<file path="src/rtl/page_frame_allocator_refcount_unit_assert.svh">
// Assertion helpers for the page-frame allocator. They expect clk and rst in scope.
`ifndef PAGE_FRAME_ALLOCATOR_REFCOUNT_UNIT_ASSERT_SVH
`define PAGE_FRAME_ALLOCATOR_REFCOUNT_UNIT_ASSERT_SVH

// Condition that must hold at every clock edge outside reset.
`define PFA_ALWAYS(lbl, cond, msg) \
  lbl: assert property (@(posedge clk) disable iff (rst) (cond)) else $error(msg);

// Implication checked in the same cycle.
`define PFA_IMPLIES(lbl, ante, cons, msg) \
  lbl: assert property (@(posedge clk) disable iff (rst) (ante) |-> (cons)) else $error(msg);

`endif

</file>
<file path="src/rtl/pfa_ram.sv">
module pfa_ram #(
  parameter int WIDTH = 8,
  parameter int DEPTH = 64,
  localparam int AW = (DEPTH > 1) ? $clog2(DEPTH) : 1
) (
  input  logic             clk,
  input  logic             we,
  input  logic [AW-1:0]    waddr,
  input  logic [WIDTH-1:0] wdata,
  input  logic [AW-1:0]    raddr,
  output logic [WIDTH-1:0] rdata
);

  logic [WIDTH-1:0] mem [DEPTH];

  always_ff @(posedge clk) begin
    if (we) begin
      mem[waddr] <= wdata;
    end
    rdata <= mem[raddr];
  end

endmodule

</file>
<file path="config.mk">
export PLATFORM = sky130hd
export DESIGN_NAME = pfa_ram
export DESIGN_NICKNAME = d
export VERILOG_FILES = /design/src/rtl/page_frame_allocator_refcount_unit_assert.svh /design/src/rtl/pfa_ram.sv
export SDC_FILE = /design/constraint.sdc
export NUM_CORES = 1
export LEC_CHECK = 0
export BUFFER_PORTS_ARGS = -buffer_cell sky130_fd_sc_hd__buf_4
export CAP_MARGIN = 20
export CORE_ASPECT_RATIO = 0.5
export CORE_MARGIN = 5
export CORE_UTILIZATION = 50
export CTS_CLUSTER_DIAMETER = 60
export DETAILED_ROUTE_END_ITERATION = 6
export PLACE_DENSITY = 0.71
export SYNTH_ARGS = -nofsm -noshare
export SYNTH_HDL_FRONTEND = slang
export SYNTH_SLANG_ARGS = --single-unit
</file>
<file path="constraint.sdc">
create_clock -name clk -period 3 [get_ports clk]
set_input_delay 0.6 -clock clk [delete_from_list [all_inputs] [get_ports clk]]
set_output_delay 0.6 -clock clk [all_outputs]
set_load 0.05 [all_outputs]
</file>
==> results.sh, run 1 <==
export IMPL_syn2layout_area_growth_pct=13.9
export IMPL_seq_area_frac_synth_pct=77.0
export IMPL_post_cts_buffers=0
export IMPL_portBuffers=29
export IMPL_multi_input_area_um2=4320
export IMPL_mappedNetlistArea_um2=20200
export IMPL_grt_pass1_vias=10192
export IMPL_period_share_pct=74.7
export IMPL_h_tree_depth=2
export IMPL_cts_root_buf="clkbuf_16"
export IMPL_finalInstanceArea_um2=23000
export IMPL_pre_cts_ws_ps=231
export IMPL_critPathKind="in -> reg"
export IMPL_drt_total_wl_mm=43.4
export IMPL_clockBufferDepth=3
export IMPL_clk_pin_slew_worst_paths_ps=70
export IMPL_grt_max_degree=65
export IMPL_overflow=0
export IMPL_startpoint_type="input pin"
export IMPL_die_w_um=294
export IMPL_yosysUniqueCellTypes=40
export IMPL_period_minus_slack_ps=2240
export IMPL_gp_routability_congestion=0.800
export IMPL_first_pass_iters=5
export IMPL_drv_cap=0
export IMPL_grt_usage_pct=19.6
export IMPL_fin_ws_ps=758
export IMPL_fp_row_count=52
export IMPL_nets=1073
export IMPL_die_area_um2=44700
export IMPL_vias=9898
export IMPL_drtIter0Drc=1114
export IMPL_post_cts_resized=0
export IMPL_max_slew_worst_pin_slew_ps=875
export IMPL_yosys_most_used_dff="edfxtp_1"
export IMPL_status="completed"
export IMPL_synth_async_reset_ratio_pct=0
export IMPL_endpoint_kind="register"
export IMPL_postSynthAreaPerCell_um2=21.5
export IMPL_vias_per_cell=6.09
export IMPL_skew_ps=17.9
export IMPL_die_h_um=152
export IMPL_wire_per_inst_um=26.7
export IMPL_yosys_area_top_type="edfxtp_1"
export IMPL_synthCells=940
export IMPL_netlist_area_leader_share_pct=76.2
export IMPL_rsz0062_at_grt="false"
export IMPL_nFillCells=2831
export IMPL_peakVddDrop_mv=0.353
export IMPL_postCtsHoldBufs=0
export IMPL_ys_ff_latch=520
export IMPL_start_util_pct=50.2
export IMPL_core_area_um2=40100
export IMPL_place_hpwl_mm=26.7
export IMPL_drc=0
export IMPL_postRouteAntennaNets=0
export IMPL_cts_num_sinks=520
export IMPL_drive_above_1_share_pct=29.8
export IMPL_setup_tns_ps=0
export IMPL_yosysWarnings=0
export IMPL_hp_class="in -> reg"
export IMPL_slew_violations=0
export IMPL_maxSlewHeadroom_pct=41.5
export IMPL_synth_edff_count=512
export IMPL_fmax_mhz=446
export IMPL_cts_tree="yes"
export IMPL_p_per_area_nw_per_um2=641
export IMPL_regArea_um2=15500
export IMPL_cp_required_ps=3440
export IMPL_cts_buffers=46
export IMPL_finalSetupViolCount=0
export IMPL_antenna_found_initial=0
export IMPL_placed_area_um2=21500
export IMPL_synthTopCellsByArea="edfxtp_1 76%, mux4_2 14%, nor2_1 1.5%"
export IMPL_synth_nets=962
export IMPL_hold_violations=0
export IMPL_insertion_delay_ps=560
export IMPL_diodes=0
export IMPL_cellLeakagePower_uw=0.00730
export IMPL_grt_pass1_wl_mm=65.9
export IMPL_arrival_ps=2680
export IMPL_cp_max_fo=24
export IMPL_ios=30
==> critical path: stages <==
cell and delay (ps):
clkbuf_8 330, mux4_2 560, mux2_2 280, o221a_2 260, nor3_1 460, o32ai_1 150
==> cell families after synthesis <==
family	synth area share (%)
compound gates	2.07
mux	15.9
simple gates	3.39
buf+inv	1.57
flops	77.0
==> routing by layer <==
layer / track usage [%] / vias to the layer above / share of wire (%)
met2: 30.4 / 513 / 48
li1: - / 4147 / -
met1: 28.8 / 5154 / 40
met5: 0 / - / 0
met3: 4.17 / 84 / 9.5
met4: 5.44 / 0 / 2.3
==> cell usage after synthesis (6+ instances only) <==
master	count
dfxtp_1	8
mux2i_1	23
clkbuf_1	17
nor3_1	7
o221ai_1	8
mux2_2	13
a221oi_1	6
nand2b_1	7
buf_2	11
nand2_1	19
buf_4	13
mux4_2	126
edfxtp_1	512
nor2b_1	14
nor2_1	83
o22ai_1	8
nand3_1	13
==> power breakdown <==
group          switching (µW)  total, µW  internal, µW  leakage [µW]
Clock                    2550       5860          3310      0.000731
Combinational             496        802           306       0.00190
Sequential               23.6       8060          8040       0.00467
Total                    3060      14700         11700       0.00730
==> flip-flops by register name, summed over array words and instances, names as in the netlist <==
signal / cells
rdata: 8
mem: 512
==> cell usage in the layout (no fill, tap or decap), drive strengths merged, types with 2 or more instances in the layout <==
cell type,n
dfxtp,8
edfxtp,512
mux2i,23
nor2,83
a2111oi,2
clkinv,19
a22oi,3
o2bb2ai,3
a21oi,3
o41ai,2
nor4,2
nand3,13
buf,113
o21a,2
o22ai,8
o221ai,8
mux2,13
nand3b,3
bufinv,4
a221oi,6
clkbuf,56
nor2b,14
a211oi,4
nand2,19
nand2b,7
clkinvlp,2
mux4,126
nor3,7
nand4,2
o21ai,4
o221a,2
o32ai,2
o2111ai,3
==> worst paths after layout <==
check | slack (ps) | cells after the start | from | to
min | 400 | 3 | raddr[5] | rdata[0]
max reg2reg | 860 | 5 | mem[21][4] | rdata[4]
min reg2reg | 850 | 4 | mem[23][1] | rdata[1]
max | 760 | 6 | raddr[0] | rdata[4]
==> layout make-up <==
cell class / instances / area share [%]
flip-flops and latches: 520 / 67.7
well taps: 540 / 2.94
clock inverters: 26 / 1.04
multi-input cells: 369 / 18.8
clock buffers: 55 / 5.44
repair buffers: 114 / 4.14
==> stage by stage <==
stage | util (%) | power, µW | instances | hold slack (ps)
after floorplan | - | 8690 | 940 | 699
after global placement | 53.5 | 9000 | 1543 | 826
after detailed placement | 53.5 | 9030 | 1543 | 835
after CTS | 57.2 | 14800 | 1624 | 381
after global routing | 57.2 | 15200 | 1624 | 394
final | 57.2 | 14700 | 1624 | 401
(Power assumes the default switching activity.)
==> run 2, diff against run 1 <==
Clock period 3 ns to 2.3 ns, I/O delays scaled along.
==> run 2 against run 1 <==
  * Count of clock-buffer cells in the layout up 10
  * First-iteration DRC count up 1.4%
  * Final area up 1.2%
  * Via count up 1.6%
  * Flip-flop and latch count unchanged
  * Die area unchanged
  * Non-clock buffer count up 35
  * Combinational power up 38%
  * Final cell count up 2.2%
  * Sequential share of layout area down 0.78 points
  * Clock skew down 7.1 ps
  * Critical path type unchanged
  * Largest cell class unchanged
==> results.sh, run 2 (same netlist as run 1, synthesis figures left out) <==
export IMPL_vias=10057
export IMPL_max_slew_worst_pin_slew_ps=781
export IMPL_die_w_um=294
export IMPL_placed_area_um2=21800
export IMPL_insertion_delay_ps=560
export IMPL_finalSetupViolCount=0
export IMPL_wire_per_inst_um=26.6
export IMPL_cp_max_fo=18
export IMPL_cts_buffers=45
export IMPL_worst_path_max_delay_cell="o311ai_1"
export IMPL_crit_path_end="rdata[7]"
export IMPL_post_cts_buffers=0
export IMPL_worst_r2r_path_depth=6
export IMPL_start_util_pct=50.2
export IMPL_finalInstanceArea_um2=23200
export IMPL_grt_max_degree=65
export IMPL_power_total_uw=19000
export IMPL_worst_r2r_startpoint="mem[25][4]"
export IMPL_grt_usage_pct=19.9
export IMPL_fin_ws_ps=88.6
export IMPL_layout_common_cells="512 x edfxtp_1, 137 x buf_4, 126 x mux4_2, 83 x nor2_1, 47 x clkbuf_16"
export IMPL_postRouteAntennaNets=0
export IMPL_vias_per_cell=6.06
export IMPL_diodes=0
export IMPL_h_tree_depth=2
export IMPL_cts_root_buf="clkbuf_16"
export IMPL_grtUsageMet3_pct=3.89
export IMPL_grt_busiest_layer="met2"
export IMPL_power_switching_uw=3920
export IMPL_place_hpwl_mm=27.5
export IMPL_switching_share_pct=20.6
export IMPL_drtIter0Drc=1130
export IMPL_peakVddDrop_mv=0.605
export IMPL_overflow=0
export IMPL_drt_total_wl_mm=44.2
export IMPL_rsz0062_at_grt="false"
export IMPL_cp_required_ps=2720
export IMPL_use_met2_pct=31.2
export IMPL_p_int_uw=15100
export IMPL_p_per_area_nw_per_um2=820
export IMPL_period_minus_slack_ps=2210
export IMPL_drv_cap=0
export IMPL_seqPwrFrac_pct=55.2
export IMPL_core_area_um2=40100
export IMPL_critPathKind="in -> reg"
export IMPL_crit_start="raddr[0]"
export IMPL_gp_routability_congestion=0.862
export IMPL_fp_row_count=52
export IMPL_grt_pass1_wl_mm=66.5
export IMPL_critPathMaxStageDelay_ps=660
export IMPL_fmax_mhz=452
export IMPL_hold_violations=0
export IMPL_first_pass_iters=5
export IMPL_antenna_found_initial=1
export IMPL_period_share_pct=96.1
export IMPL_clockBufferDepth=3
export IMPL_cts_num_sinks=520
export IMPL_final_common_cell="edfxtp_1"
export IMPL_die_area_um2=44700
export IMPL_syn2layout_area_growth_pct=15.2
export IMPL_drive_above_1_share_pct=31.6
export IMPL_largest_reg_flops=512
export IMPL_cts_tree="yes"
export IMPL_portBuffers=29
export IMPL_ios=30
export IMPL_p_comb_share_pct=5.8
export IMPL_clk_pin_slew_worst_paths_ps=60
export IMPL_pre_cts_ws_ps=-387
export IMPL_grt_met1_usage_pct=29.0
export IMPL_largest_register="mem"
export IMPL_arrival_ps=2630
export IMPL_hp_class="in -> reg"
export IMPL_drc=0
export IMPL_top_regs="mem: 512 flops, rdata: 8 flops"
export IMPL_status="completed"
export IMPL_die_h_um=152
export IMPL_cellLeakagePower_uw=0.00747
export IMPL_cp_cell_sequence="clkbuf_8, buf_4, mux4_2, mux2_2, o311ai_1, nand2_1"
export IMPL_startpoint_type="input pin"
export IMPL_maxSlewHeadroom_pct=47.1
export IMPL_nets=1107
export IMPL_postCtsHoldBufs=0
export IMPL_setup_tns_ps=0
export IMPL_slew_violations=0
export IMPL_endpoint_kind="register"
export IMPL_skew_ps=10.8
export IMPL_clkPwrFrac_pct=38.9
export IMPL_r2r_slack_ps=190
export IMPL_r2r_end="rdata[4]"
export IMPL_grt_pass1_vias=10365
export IMPL_post_cts_resized=0
## run 2: through the flow
| stage | util [%] | hold WS (ps) | cells |
|---|---|---|---|
| finish | 57.9 | 289 | 1660 |
| global route | 57.9 | 270 | 1660 |
| CTS | 57.9 | 245 | 1660 |
| detailed placement | 54.3 | 838 | 1578 |
| global placement | 54.3 | 826 | 1578 |
| floorplan | - | 559 | 940 |
## run 2: per-layer routing
layer	up-vias	part of all wire, %	wire length, µm
li1	4217	-	-
met1	5312	41	18300
met2	434	48	21000
met3	92	8.4	3700
met4	2	2.6	1150
met5	-	0.045	20
## run 2: power groups by stage
stage / Combinational [µW] / Clock (µW) / Sequential [µW]
after floorplan: 559 / 0 / 10800
after global placement: 1080 / 0 / 10700
after detailed placement: 1110 / 0 / 10700
after CTS: 1110 / 7540 / 10500
after global routing: 1180 / 7950 / 10500
final: 1110 / 7420 / 10500
## run 2: how the worst min path moves through the flow
stage,startpoint,end,slack [ps],cells past startpoint
4_1_cts,raddr[5],rdata[5],250,2
6_report,raddr[5],rdata[5],290,2
2_1_floorplan,wdata[0],mem[0][0],560,0
3_5_place_dp,raddr[5],rdata[5],840,2
3_3_place_gp,mem[26][6],rdata[6],830,3
5_1_grt,raddr[5],rdata[3],270,2
## run 2: cell type report
cell class	count	area (µm²)
timing repair buffer	149	1260
multi-input combinational	369	4320
tap	540	676
clock buffer	65	1270
fill	2826	16900
sequential	520	15500
clock inverter	17	163
## run 2: critical path, delay by kind of cell
kind	cells	cell delay, ps
multiplexers	2	810
AO/OA/AOI/OAI	1	660
buffers and inverters	2	580
AND/OR/NAND/NOR	1	110
